**src/rtl/core/ehs_pkg.sv**
```systemverilog
// shared types, constants and helpers of the endpoint health selector
`default_nettype none
package ehs_pkg;

    localparam int MAX_ENDPOINTS = 16;
    localparam int IDX_W         = $clog2(MAX_ENDPOINTS);
    localparam int CNT_W         = $clog2(MAX_ENDPOINTS + 1);

    localparam int POOL_W     = 5;
    localparam int TPS_W      = 16;
    localparam int CFG_IDX_W  = 2;
    localparam int CFG_DATA_W = 16;

    localparam logic [CFG_IDX_W-1:0] CFG_POOL_SIZE        = CFG_IDX_W'(0);
    localparam logic [CFG_IDX_W-1:0] CFG_TICKS_PER_SECOND = CFG_IDX_W'(1);

    localparam logic [POOL_W-1:0] POOL_RESET = '0;
    localparam logic [TPS_W-1:0]  TPS_RESET  = TPS_W'(1000);

    localparam int LAT_W    = 24;
    localparam int FAIL_W   = 8;
    localparam int TIME_W   = 48;
    localparam int SAMPLE_W = 16;
    localparam int FACTOR_W = 10;
    localparam int SCORE_W  = LAT_W + FACTOR_W;
    localparam int SHIFT_W  = 3;
    localparam int DUR_W    = TPS_W + 6;

    // average update divides by ten through a reciprocal multiply
    localparam int DIV_X_W     = 28;
    localparam int RECIP_W     = 29;
    localparam int RECIP_SHIFT = 32;
    localparam int PROD_W      = DIV_X_W + RECIP_W;
    localparam logic [RECIP_W-1:0] RECIP10 = RECIP_W'(429496730);

    localparam logic [LAT_W-1:0]   DEFAULT_LAT = LAT_W'(128000);
    localparam logic [FAIL_W-1:0]  FAIL_MAX    = '1;
    localparam logic [FAIL_W-1:0]  MAX_SHIFT   = FAIL_W'(6);

    localparam logic [1:0] ACT_SELECT  = 2'd0;
    localparam logic [1:0] ACT_SUCCESS = 2'd1;
    localparam logic [1:0] ACT_FAILURE = 2'd2;
    localparam logic [1:0] ACT_TICK    = 2'd3;

    localparam int OP_W = 3;
    localparam logic [OP_W-1:0] OP_SELECT  = OP_W'(0);
    localparam logic [OP_W-1:0] OP_EMPTY   = OP_W'(1);
    localparam logic [OP_W-1:0] OP_SUCCESS = OP_W'(2);
    localparam logic [OP_W-1:0] OP_FAILURE = OP_W'(3);
    localparam logic [OP_W-1:0] OP_TICK    = OP_W'(4);

    localparam int QUEUE_DEPTH = 2;
    localparam int QPTR_W      = $clog2(QUEUE_DEPTH);
    localparam int QCNT_W      = $clog2(QUEUE_DEPTH + 1);

    typedef struct packed {
        logic [1:0]          action;
        logic [IDX_W-1:0]    endpoint_index;
        logic [SAMPLE_W-1:0] latency_ms;
    } in_item_t;

    typedef struct packed {
        logic [IDX_W-1:0] chosen_index;
        logic             pool_empty;
    } out_item_t;

    typedef struct packed {
        logic [POOL_W-1:0] pool_size;
        logic [TPS_W-1:0]  ticks_per_second;
    } cfg_t;

    typedef struct packed {
        logic [OP_W-1:0]     op;
        logic [IDX_W-1:0]    idx;
        logic [SAMPLE_W-1:0] sample;
    } cmd_t;

    typedef struct packed {
        logic full;
        logic empty;
    } queue_status_t;

    function automatic logic [CNT_W-1:0] active_slots(input logic [POOL_W-1:0] ps);
        logic [CNT_W-1:0] n;
        if (int'(ps) > MAX_ENDPOINTS) begin
            n = CNT_W'(MAX_ENDPOINTS);
        end else begin
            n = CNT_W'(ps);
        end
        return n;
    endfunction

endpackage
`default_nettype wire

```
**src/rtl/core/ehs_front.sv**
```systemverilog
// input acceptance and classification of items into back-end commands
`default_nettype none
module ehs_front (
    input  wire                    s_valid,
    output logic                   s_ready,
    input  ehs_pkg::in_item_t      s_data,
    input  ehs_pkg::cfg_t          cfg,
    input  ehs_pkg::queue_status_t q_status,
    output logic                   q_push,
    output ehs_pkg::cmd_t          q_cmd
);
    import ehs_pkg::*;

    logic [CNT_W-1:0] n;
    logic             in_pool;
    logic             keep;

    assign n       = active_slots(cfg.pool_size);
    assign in_pool = (CNT_W'(s_data.endpoint_index) < n);

    always_comb begin
        q_cmd.idx    = s_data.endpoint_index;
        q_cmd.sample = s_data.latency_ms;
        unique case (s_data.action)
            ACT_SELECT: begin
                q_cmd.op = (n == '0) ? OP_EMPTY : OP_SELECT;
                keep     = 1'b1;
            end
            ACT_SUCCESS: begin
                q_cmd.op = OP_SUCCESS;
                keep     = in_pool;
            end
            ACT_FAILURE: begin
                q_cmd.op = OP_FAILURE;
                keep     = in_pool;
            end
            default: begin
                q_cmd.op = OP_TICK;
                keep     = 1'b1;
            end
        endcase
    end

    // reports outside the pool are dropped after the transfer
    assign s_ready = !q_status.full;
    assign q_push  = s_valid && s_ready && keep;

endmodule
`default_nettype wire

```
**config.mk**
```make
export PLATFORM = sky130hd
export DESIGN_NAME = ehs_front
export DESIGN_NICKNAME = d
export VERILOG_FILES = /design/src/rtl/core/ehs_pkg.sv /design/src/rtl/core/ehs_front.sv
export SDC_FILE = /design/constraint.sdc
export NUM_CORES = 1
export LEC_CHECK = 0
export BUFFER_PORTS_ARGS = -buffer_cell sky130_fd_sc_hd__buf_4
export CAP_MARGIN = 5
export CELL_PAD_IN_SITES_DETAIL_PLACEMENT = 1
export CELL_PAD_IN_SITES_GLOBAL_PLACEMENT = 2
export CORE_MARGIN = 3
export CORE_UTILIZATION = 10
export DETAILED_ROUTE_END_ITERATION = 8
export GPL_TIMING_DRIVEN = 1
export PLACE_DENSITY_LB_ADDON = 0.1
export SETUP_SLACK_MARGIN = 0.2
export SKIP_LAST_GASP = 1
export SYNTH_ARGS = -nofsm -noshare
export SYNTH_HDL_FRONTEND = slang
export SYNTH_SLANG_ARGS = --single-unit
```
**constraint.sdc**
```tcl
create_clock -name vclk -period 0.96
set_clock_uncertainty 0.15 [all_clocks]
set_input_delay 0.096 -clock vclk [all_inputs]
set_output_delay 0.096 -clock vclk [all_outputs]
set_load 0.1 [all_outputs]
```
Word-level counts from Yosys, hierarchy flattened
Cells that the tools add are included.
Storage, ports and cells
  flip-flop bits (word level): 0
  input bits: 46
  output and inout port bits: 25
  word-level logic and storage cells: 14
Cells by class
  order comparisons: 2
  eq/ne operators: 2
  mux-type cells: 4
  reduce and logical (&&, ||, !) cells: 6
Operators by type and width (number)
  3-bit one-hot mux with 3 select lines: 1
  5-bit greater-than comparator (second input constant): 1
  5-bit zero test: 1
  4-bit by 5-bit < comparator with 1-bit output: 1
  5-bit 2-to-1 mux: 1
  2-bit by 1-bit equality test with 1-bit output (second input constant): 1
  2-bit equality test (second input constant): 1
  1-bit logical AND: 2
  2-bit zero test: 1
  1-bit 2-to-1 mux: 2
  2-bit OR reduction: 1
  1-bit zero test: 1

Longest topological paths before layout
  depth after elaboration: 5
  gate-level depth with buffers: 5

Least setup slack after synthesis
OpenSTA, ideal clock, no wires.
  path type: in2out
  start: input s_data[21] (netlist name)
  end: output q_push
  data arrival time: 2.746 ns
  data required time: 0.714 ns
  path slack: -2.032 ns
  cell stages on the path: 4
  buffers on the path: 0
  cell sequence: inv_1 -> ha_1 -> nor2b_1 -> a31oi_1
Between the ends
  longest elaborated chain between the ends: 4
Ends and longest elaborated chain
  from (decl): line ehs_front.sv:6  | input ehs_pkg::in_item_t s_data,
  2-bit equality test or 2-bit by 1-bit equality test with 1-bit output (tied branches): line ehs_front.sv:24  | unique case (s_data.action)
  2-bit OR reduction (no line) (*)
  1-bit 2-to-1 mux (*): line ehs_front.sv:24
  1-bit logical AND (*): line ehs_front.sv:46  | assign q_push = s_valid && s_ready && keep;
  to (decl): line ehs_front.sv:9  | output logic q_push,
Every way passes the cells marked *; elsewhere a longest branch is shown, timed or not.

Worst setup path after layout
  start: input cfg[20] (netlist name)
  end: output q_push
Between the ends
  longest elaborated chain between the ends: 5
Ends and longest elaborated chain
  from (decl): line ehs_front.sv:7  | input ehs_pkg::cfg_t cfg,
  5-bit greater-than comparator: line ehs_pkg.sv:85  | if (int'(ps) > MAX_ENDPOINTS) begin
  5-bit 2-to-1 mux (*): line ehs_pkg.sv:85
  4-bit by 5-bit < comparator with 1-bit output (*): line ehs_front.sv:19  | assign in_pool = (CNT_W'(s_data.endpoint_index) < n);
  1-bit 2-to-1 mux (*): line ehs_front.sv:24
  1-bit logical AND (*): line ehs_front.sv:46
Marks and branches as above.

==> reports/metrics.yaml <==
fin_nets: 107
final_common_cell: "buf_4"
ys_warn_count: 0
top_layer_used: "met4"
wl_microns: 1050
cp.arrival_ns: 1.15
gp_congestion: 0.701
hold_start: "s_data[6]"
ys_seq_area_share_pct: 0
synth_cell_type_count: 13
core_area_sq_um: 2880
gr-usage-all-layers_pct: 5.11
antennaDiodeCount: 0
dieArea_sq_um: 3880
wl_met3_microns: 117
drt-vias-per-instance: 3.26
wl_per_cell_microns: 10.9
whs_ns: 0.0420
tightest_slew_ns: 0.281
antenna_found_initial: 0
route.detailed.drc: 0
syn_to_final_growth_pct: 119
instances_no_fill: 96
num_vias: 313
cp-start-kind: "input pin"
cp_max_fo: 3
drt_first_pass_iters: 1
portBuffers: 22
syn_area_sq_um: 317
finalCritPeriodShare_pct: 145
p_per_area_nw_per_um2: 693
hpwl_microns: 878
fin_crit_ns: 1.39
fin_ws_ns: -0.434
setup_viol: 3
hold_violations: 0
p_leak_nw: 0.287
synth.largest_area_cell: "buf_4"
seq_area_sq_um: 0
rsz0062_at_grt: "true"
met2WireLength_microns: 589
crit_path_start: "cfg[20]"
syn_inst: 43
ios: 71
grt_max_degree: 4
vdd_drop_max_mv: 0.156
ant_nets: 0
cap_violations: 0
failed_checks: "setup timing"
avgSynthCellArea_sq_um: 7.36
drt_iter0_markers: 0
max_slew_margin_pct: 81.4
drive_above_1_share_pct: 85.2
dp.cells: 94
ctsHoldBuffers: 0
status: "finished, violations left"
crit_required_ns: 0.71
die-width_microns: 62.3
seq_cells: 0
std_cell_rows: 19
crit_type: "input pin to output port"
cp-end-kind: "output port"
die_y_microns: 62.3
grt_pass1_vias: 373
start_util_pct: 11.0
slew_viol_final: 0
finalPower_uw: 480
synth.net_count: 94
hold_depth: 0
final_cell_mix: "buf_4 (17), buf_12 (7), buf_6 (6)"
synth.top_cell.area_share_pct: 47.4
m1WireLength_microns: 337
n_clock_buffer: 0
max_freq_ghz: 0.718
yosys-top-cells-area: "buf_4 (47%), ha_1 (20%), nand2b_1 (5.9%), nor4b_2 (4.7%), nor2b_1 (4.0%)"
grt_pass1_wl_microns: 1680
min_path_type: "input pin to output port"
overflow: 0
==> layout make-up <==
| class | instances | area [sq um] |
|---|---|---|
| inverter | 3 | 30.0 |
| fill | 329 | 2180 |
| timing repair buffer | 31 | 350 |
| tap | 42 | 52.6 |
| multi-input combinational | 20 | 260 |
==> report_power, final <==
part	internal (mW)	switching (mW)	total (mW)
Sequential	0	0	0
Clock	0	0	0
Combinational	0.207	0.273	0.480
Total	0.207	0.273	0.480
==> through the flow <==
step	cell area [sq um]	setup WS (ns)	util [%]	TNS, ns
2_1_floorplan	379	-0.654	-	-0.876
3_5_place_dp	499	-0.683	17.4	-1.21
4_1_cts	681	-0.428	23.7	-0.878
5_1_grt	693	-0.482	24.1	-0.884
3_3_place_gp	499	-0.653	17.4	-1.15
6_report	693	-0.434	24.1	-0.766
==> per-layer routing <==
| layer | vias up | GRT usage (%) |
|---|---|---|
| li1 | 144 | - |
| met4 | 0 | 0.275 |
| met3 | 2 | 2.52 |
| met2 | 29 | 9.81 |
| met5 | - | 0 |
| met1 | 138 | 5.17 |
==> Yosys cell counts <==
cell       n
a31oi_1    1
nand3b_1   1
nand2b_1   3
o21ai_1    2
nor2b_1    2
ha_1       5
nand3_1    2
nand2_1    1
inv_1      3
buf_4     20
a21oi_1    1
nor4b_2    1
nor2_1     1
==> worst max-delay path, cell delays in order <==
cell and delay (ns):
buf_6 0.10, buf_6 0.10, nand2b_4 0.14, ha_4 0.15
nand3b_1 0.09, nand3_2 0.09, a31oi_4 0.17, buf_12 0.19
==> worst paths after layout <==
check | end | slack [ns]
setup / recovery | q_push | -0.43
hold / removal | q_cmd[6] | 0.04
==> timing repair <==
action | in CTS | in global routing
endpoints found under the hold margin | 0 | 0
endpoints found under the setup margin | 6 | 5
cloned | 0 | 0
gates resized for setup | 35 | 3
pin swaps | 10 | 2
buffers inserted | 2 | 0
==> kinds of logic (layout without fill, tap and decap cells) <==
family / count (synthesis) / in the layout / share of synthesized area [%]
buffers and inverters: 23 / 34 / 51.0
AOI/OAI and AO/OA: 4 / 4 / 6.72
adders and majority gates: 5 / 5 / 19.8
and+or+nand+nor: 11 / 11 / 22.5
(Power assumes the default switching activity.)
