$ cat src/rtl/core/ehs_pkg.sv
// shared types, constants and helpers of the endpoint health selector
`default_nettype none
package ehs_pkg;

    localparam int MAX_ENDPOINTS = 16;
    localparam int IDX_W         = $clog2(MAX_ENDPOINTS);
    localparam int CNT_W         = $clog2(MAX_ENDPOINTS + 1);

    localparam int POOL_W     = 5;
    localparam int TPS_W      = 16;
    localparam int CFG_IDX_W  = 2;
    localparam int CFG_DATA_W = 16;

    localparam logic [CFG_IDX_W-1:0] CFG_POOL_SIZE        = CFG_IDX_W'(0);
    localparam logic [CFG_IDX_W-1:0] CFG_TICKS_PER_SECOND = CFG_IDX_W'(1);

    localparam logic [POOL_W-1:0] POOL_RESET = '0;
    localparam logic [TPS_W-1:0]  TPS_RESET  = TPS_W'(1000);

    localparam int LAT_W    = 24;
    localparam int FAIL_W   = 8;
    localparam int TIME_W   = 48;
    localparam int SAMPLE_W = 16;
    localparam int FACTOR_W = 10;
    localparam int SCORE_W  = LAT_W + FACTOR_W;
    localparam int SHIFT_W  = 3;
    localparam int DUR_W    = TPS_W + 6;

    // average update divides by ten through a reciprocal multiply
    localparam int DIV_X_W     = 28;
    localparam int RECIP_W     = 29;
    localparam int RECIP_SHIFT = 32;
    localparam int PROD_W      = DIV_X_W + RECIP_W;
    localparam logic [RECIP_W-1:0] RECIP10 = RECIP_W'(429496730);

    localparam logic [LAT_W-1:0]   DEFAULT_LAT = LAT_W'(128000);
    localparam logic [FAIL_W-1:0]  FAIL_MAX    = '1;
    localparam logic [FAIL_W-1:0]  MAX_SHIFT   = FAIL_W'(6);

    localparam logic [1:0] ACT_SELECT  = 2'd0;
    localparam logic [1:0] ACT_SUCCESS = 2'd1;
    localparam logic [1:0] ACT_FAILURE = 2'd2;
    localparam logic [1:0] ACT_TICK    = 2'd3;

    localparam int OP_W = 3;
    localparam logic [OP_W-1:0] OP_SELECT  = OP_W'(0);
    localparam logic [OP_W-1:0] OP_EMPTY   = OP_W'(1);
    localparam logic [OP_W-1:0] OP_SUCCESS = OP_W'(2);
    localparam logic [OP_W-1:0] OP_FAILURE = OP_W'(3);
    localparam logic [OP_W-1:0] OP_TICK    = OP_W'(4);

    localparam int QUEUE_DEPTH = 2;
    localparam int QPTR_W      = $clog2(QUEUE_DEPTH);
    localparam int QCNT_W      = $clog2(QUEUE_DEPTH + 1);

    typedef struct packed {
        logic [1:0]          action;
        logic [IDX_W-1:0]    endpoint_index;
        logic [SAMPLE_W-1:0] latency_ms;
    } in_item_t;

    typedef struct packed {
        logic [IDX_W-1:0] chosen_index;
        logic             pool_empty;
    } out_item_t;

    typedef struct packed {
        logic [POOL_W-1:0] pool_size;
        logic [TPS_W-1:0]  ticks_per_second;
    } cfg_t;

    typedef struct packed {
        logic [OP_W-1:0]     op;
        logic [IDX_W-1:0]    idx;
        logic [SAMPLE_W-1:0] sample;
    } cmd_t;

    typedef struct packed {
        logic full;
        logic empty;
    } queue_status_t;

    function automatic logic [CNT_W-1:0] active_slots(input logic [POOL_W-1:0] ps);
        logic [CNT_W-1:0] n;
        if (int'(ps) > MAX_ENDPOINTS) begin
            n = CNT_W'(MAX_ENDPOINTS);
        end else begin
            n = CNT_W'(ps);
        end
        return n;
    endfunction

endpackage
`default_nettype wire

$ cat src/rtl/core/ehs_queue.sv
// short command queue between the front and the back
`default_nettype none
module ehs_queue (
    input  wire                    aclk,
    input  wire                    aresetn,
    input  wire                    push,
    input  ehs_pkg::cmd_t          push_cmd,
    input  wire                    pop,
    output ehs_pkg::cmd_t          pop_cmd,
    output ehs_pkg::queue_status_t status
);
    import ehs_pkg::*;

    cmd_t              mem_reg [QUEUE_DEPTH];
    logic [QPTR_W-1:0] wr_ptr_reg, wr_ptr_next;
    logic [QPTR_W-1:0] rd_ptr_reg, rd_ptr_next;
    logic [QCNT_W-1:0] count_reg, count_next;

    logic do_push, do_pop;

    assign status.full  = (count_reg == QCNT_W'(QUEUE_DEPTH));
    assign status.empty = (count_reg == '0);
    assign do_push = push && !status.full;
    assign do_pop  = pop && !status.empty;
    assign pop_cmd = mem_reg[rd_ptr_reg];

    always_comb begin
        wr_ptr_next = wr_ptr_reg;
        rd_ptr_next = rd_ptr_reg;
        count_next  = count_reg;
        if (do_push) begin
            wr_ptr_next = (wr_ptr_reg == QPTR_W'(QUEUE_DEPTH - 1)) ? '0 : wr_ptr_reg + 1'b1;
        end
        if (do_pop) begin
            rd_ptr_next = (rd_ptr_reg == QPTR_W'(QUEUE_DEPTH - 1)) ? '0 : rd_ptr_reg + 1'b1;
        end
        if (do_push && !do_pop) begin
            count_next = count_reg + 1'b1;
        end else if (do_pop && !do_push) begin
            count_next = count_reg - 1'b1;
        end
    end

    always_ff @(posedge aclk) begin
        if (!aresetn) begin
            wr_ptr_reg <= '0;
            rd_ptr_reg <= '0;
            count_reg  <= '0;
        end else begin
            wr_ptr_reg <= wr_ptr_next;
            rd_ptr_reg <= rd_ptr_next;
            count_reg  <= count_next;
        end
    end

    always_ff @(posedge aclk) begin
        if (do_push) begin
            mem_reg[wr_ptr_reg] <= push_cmd;
        end
    end

endmodule
`default_nettype wire

$ cat config.mk
export PLATFORM = sky130hd
export DESIGN_NAME = ehs_queue
export DESIGN_NICKNAME = d
export VERILOG_FILES = /design/src/rtl/core/ehs_pkg.sv /design/src/rtl/core/ehs_queue.sv
export SDC_FILE = /design/constraint.sdc
export NUM_CORES = 1
export LEC_CHECK = 0
export BUFFER_PORTS_ARGS = -buffer_cell sky130_fd_sc_hd__buf_2
export CORE_UTILIZATION = 54
export DETAILED_ROUTE_END_ITERATION = 6
export PLACE_DENSITY = 0.82
export SYNTH_ARGS = -nofsm -noshare
export SYNTH_HDL_FRONTEND = slang
export SYNTH_SLANG_ARGS = --single-unit
$ cat constraint.sdc
create_clock -name aclk -period 3.45 [get_ports aclk]
set_input_delay 0.345 -clock aclk [delete_from_list [all_inputs] [get_ports aclk]]
set_output_delay 0.345 -clock aclk [all_outputs]
set_load 0.05 [all_outputs]
=== After elaboration in Yosys (flattened, before gate mapping) ===
Memory sizes are Yosys's and may differ from the RTL's. A register that Yosys moved wholly into a read port is not among the register bits.
Index checks and enable logic that the tools add are counted.

* Shift-type cells: 0
* Bitwise logic cells: 0
* Reduce and logical (&&, ||, !) cells: 10
* Divide/modulo/power cells: 0
* Order comparisons: 0
* Add/sub/neg operators: 4
* Multiplexer cells: 8
* Equality and inequality tests: 1
* Multiply operators: 0

{| class="wikitable"
|+ Operator list
! cell !! count
|-
| two-way mux 1 bit || 6
|-
| logical AND 1 bit || 4
|-
| zero test 1 bit || 4
|-
| two-way mux 2 bit || 2
|-
| adder 1 bit, second input constant || 2
|-
| adder 2 x 1 -> 2 bit, second input constant || 1
|-
| equality test 2 bit, second input constant || 1
|-
| zero test 2 bit || 1
|-
| nonzero test 2 bit || 1
|-
| subtractor 2 x 1 -> 2 bit, second input constant || 1
|}

* Memory bits (writable): 46
* Memories: 1
* Input port bits: 27
* Latch bits: 0
* Word-level logic and storage cells: 27
* Bits in registers: 4
* Output and inout bits: 25
* Bits in read-only memories: 0

{| class="wikitable"
|+ Memory list
! memory !! depth !! bits a word !! rd ports !! clocked after memory_dff !! write ports !! RTL line !! text
|-
| mem_reg || 2 || 23 || 1 || 1 || 1 || ehs_queue.sv:14 || <nowiki>cmd_t mem_reg [QUEUE_DEPTH];</nowiki>
|}

=== Logic depth before layout (Yosys ltp) ===
* Depth after elaboration: 7
* Gate-level depth with buffers: 7
* Gate-level depth less buffers: 7

=== Least setup slack after synthesis ===
No wires, ideal clock.

* Path type: register to register
* From: register count_reg[0]
* To: memory mem_reg[0][0] (netlist bit), enable pin
* Setup time: 401 ps
* Cell stages (with the launch flop): 4
* Path buffers: 0
* Path slack: 1,394 ps
* Data arrival time: 1,655 ps
* Period minus slack after synthesis: 2,056 ps
* Cells stage by stage: dfxtp_1 -> nand2b_1 -> inv_2 -> nor3_2

{| class="wikitable"
|+ RTL lines
! what !! RTL line !! text
|-
| start: declaration || ehs_queue.sv:17 || <nowiki>logic [QCNT_W-1:0] count_reg, count_next;</nowiki>
|-
| start signal: assignment || ehs_queue.sv:52 || <nowiki>count_reg <= count_next;</nowiki>
|-
| end: declaration || ehs_queue.sv:14 ||
|}

==> results <==
- The run finished with clean final reports.
- Of the total power, registers draw 46.9%.
- For this run, the top clock speed supported by timing is 429 MHz.
- TritonCTS built the clock tree.
- The arrival time of data at the critical path endpoint is 1980 ps.
- For this design the top-level I/O count stands at 52.
- The switching power total is 736 uW.
- The mapped netlist covers 1880 sq um.
- The number of antenna violations at the first check in global routing is 0.
- By area the synthesized netlist is led by sky130_fd_sc_hd__edfxtp_1 (73%), sky130_fd_sc_hd__mux2_2 (14%), sky130_fd_sc_hd__dfxtp_1 (5.3%).
- The total routing resource utilization after global routing is 15.9%.
- After clock tree synthesis, the clock-pin slew on the worst setup and hold paths is 130 ps.
- The post-synthesis cell type with the largest combined area is sky130_fd_sc_hd__edfxtp_1.
- The first-pass GRT wire length is 3.93 mm.
- Of the cells placed in the final design, the portion with a size suffix greater than 1 is 53.6%.
- The antenna diode count is 0.
- Of the synthesized area, sequential elements account for 78.6%.
- The worst vdd rail ir drop is 502 uV.
- The number of failing setup endpoints in the final timing report is 0.
- The area growth from synthesis to final layout is 19.2%.
- Of the total power, the share spent switching nets is 40.8%.
- The hold violation count in the final report is 0.
- Walking the worst path, the cells encountered are mux2_2 > buf_2.
- Counting both buffers and inverters, the worst setup path holds a total of 1.
- The number of warnings reported in the yosys synthesis log is 0.
- The library cell used most frequently in the layout, excluding fill and tap cells, is sky130_fd_sc_hd__buf_2.
- The buffer levels on the longest clock path is 2.
- The via count of the first global-routing pass is 895.
- The cell chosen for the clock root is sky130_fd_sc_hd__clkbuf_4.
- For this run, the slowest stage of the critical path takes 1000 ps.
- The clock drives 51 sinks.
- The cell area power density is 804 nW/um^2.
- The largest clock skew in the final design is 6.29 ps.
- The proportion of power drawn by the clock network is 13.5%.
- The leakage dissipation is 0.000845 uW.
- The number of filler cells placed in the layout is 248.
- After synthesis, the mean cell area works out to 19.6 sq um.
- Measured along the x axis, the die boundary spans 61.1 um.
- The portion of synthesized cell area occupied by the leading cell type is 73.3%.
- The row count is 21.
- The startpoint kind of the worst setup timing path is a flop.
- The number of optimization iterations in the first detailed-route pass is 4.
- The wire-length estimate of the detail-placed layout is 1.90 mm.
- The smallest clock period supported by the final layout is computed as 2330 ps.
- The H-tree generated during clock tree synthesis spans 2 levels.
- The worst hold path belongs to the class primary input to flop.
- TritonCTS created 5 clock buffers.
- The die covers 3730 sq um.
- The library cells used most frequently in the layout, excluding fill and tap cells, are sky130_fd_sc_hd__buf_2 (51), sky130_fd_sc_hd__edfxtp_1 (46), sky130_fd_sc_hd__mux2_2 (23).
- Power comes to 1810 uW.
- For the pin with the worst max-slew slack, the measured transition is 1100 ps.
- The type of element capturing the critical path is an output pin.
- After detailed routing, the number of vias per cell comes to 5.02.
- The top fanout value on the critical path is 23.
- STA puts the critical path data required time at 3110 ps.
- The number of DRC violations after detailed routing is 0.
- After global routing the overflow that remains totals 0.
- The standard cell core area is 3340 sq um.
- Synthesis inferred 51 register bits.
- Combinational cells account for 39.6% of the total power.
- The wire length per cell is 14.1 um.
- At the end of routability-driven placement, the weighted congestion stood at 0.584.
- The net count after synthesis is 124.
- For the final routed database, the setup TNS stands at 0 ps.
- The number of input and output port buffers inserted is 51.
- The routed layout has 998 vias.
- The cell family contributing the most delay on the critical path is flip-flops.
- Setup repair after global routing left no endpoint under its margin.
- Among all stages on the critical path, the largest delay is contributed by sky130_fd_sc_hd__dfxtp_1.
- Synthesis produced a netlist whose cell count is 96.
- The buffer count from post-CTS setup fixing is 0.
- Entering global routing, the biggest net connects 25 pins.
- The total of max-cap violations is 0.
- The final layout contains routed wiring with a total length of 2.81 mm.
- Measured against its own limit, the worst slew margin works out to 26.5%.
- The setup path with the least slack is of type flop to output pin.
- The internal power of the cells totals 1070 uW.
- The final count of pins violating max slew is 0.
- The number of distinct library cells after synthesis is 20.
- After the first detailed-routing iteration, the DRC count stood at 33.
- The floorplan die height is 61.1 um.
- Once the floorplan was initialized, standard cells occupied 56.5% of the core.
- The later pin in the worst-skew pair is clocked with a latency of 350 ps.
- The final clock period utilization by the worst path is 67.5%.
- The quantity of hold-fixing buffers added after cts is 0.
- The detail route stage leaves a number of antenna-violating nets equal to 0.
- For this run, the post-layout net count is 180.
- The number of flip-flops in the largest register is 46.
- The post-cts gate resize count is 0.
-- power groups by stage --
| stage | sequential (uW) | combinational [uW] | clock (uW) |
|---|---|---|---|
| 2_1_floorplan | 821 | 608 | 0 |
| 3_3_place_gp | 858 | 706 | 0 |
| 3_5_place_dp | 865 | 719 | 0 |
| 4_1_cts | 851 | 721 | 256 |
| 5_1_grt | 862 | 754 | 280 |
| 6_report | 848 | 716 | 243 |
-- cell usage after synthesis --
cell and number:
sky130_fd_sc_hd__nor2_1 2, sky130_fd_sc_hd__o21ai_1 1, sky130_fd_sc_hd__nor3_2 1, sky130_fd_sc_hd__mux2_2 23, sky130_fd_sc_hd__buf_2 2, sky130_fd_sc_hd__ha_1 1
sky130_fd_sc_hd__and2_1 3, sky130_fd_sc_hd__o21a_1 1, sky130_fd_sc_hd__a21boi_0 1, sky130_fd_sc_hd__o21ai_0 1, sky130_fd_sc_hd__dfxtp_1 5, sky130_fd_sc_hd__xnor2_1 2
sky130_fd_sc_hd__inv_2 1, sky130_fd_sc_hd__nand2b_1 1, sky130_fd_sc_hd__or3_1 1, sky130_fd_sc_hd__xor2_1 1, sky130_fd_sc_hd__inv_1 1, sky130_fd_sc_hd__edfxtp_1 46
sky130_fd_sc_hd__and3_1 1, sky130_fd_sc_hd__a21boi_1 1
-- final cells by class --
cell class | instances | area (sq um) | share of cell area (%)
sequential | 51 | 1480 | 66.0
clock buffer | 5 | 37.5 | 1.67
clock inverter | 3 | 15.0 | 0.669
timing repair buffer | 51 | 255 | 11.4
inverter | 2 | 7.51 | 0.334
tap | 46 | 57.6 | 2.56
multi-input combinational | 41 | 392 | 17.4
-- metrics by stage --
| step | std cells | hold slack (ps) | instance area (sq um) | util [%] | setup WS [ps] |
|---|---|---|---|---|---|
| global placement | 191 | 496 | 2190 | 65.7 | 1480 |
| global route | 199 | 132 | 2250 | 67.3 | 954 |
| finish | 199 | 168 | 2250 | 67.3 | 1120 |
| CTS | 199 | 145 | 2250 | 67.3 | 1050 |
| detailed placement | 191 | 537 | 2190 | 65.7 | 1470 |
| floorplan | 96 | 444 | 1880 | - | 1390 |
-- cells by family (layout without fill, tap and decap cells) --
group / Yosys count / in the layout / synth area share, %
DFF: 51 / 51 / 78.6
muxes: 23 / 23 / 13.7
and+or+nand+nor: 9 / 9 / 2.92
AOI/OAI and AO/OA: 5 / 5 / 1.73
buffers and inverters: 4 / 61 / 0.929
xor gates and xnor gates: 3 / 3 / 1.39
adders and majority gates: 1 / 1 / 0.664
-- routing by layer --
metal,vias up,GRT usage (%),part of all wire (%)
met5,-,0,0
met4,0,8.77,1.9
met3,5,5.88,6.5
met2,40,25.3,50
met1,478,18.8,41
li1,475,-,-
-- final timing paths --
check,cells past startpoint,startpoint,slack (ps),endpoint
setup / recovery,2,flop,1120,pop_cmd[18]
hold / removal,1,push_cmd[4],170,mem_reg[0][4]
setup reg to reg,2,count_reg[0],1520,mem_reg[1][22]
hold reg to reg,2,count_reg[1],570,count_reg[1]
(Power assumes the default switching activity.)
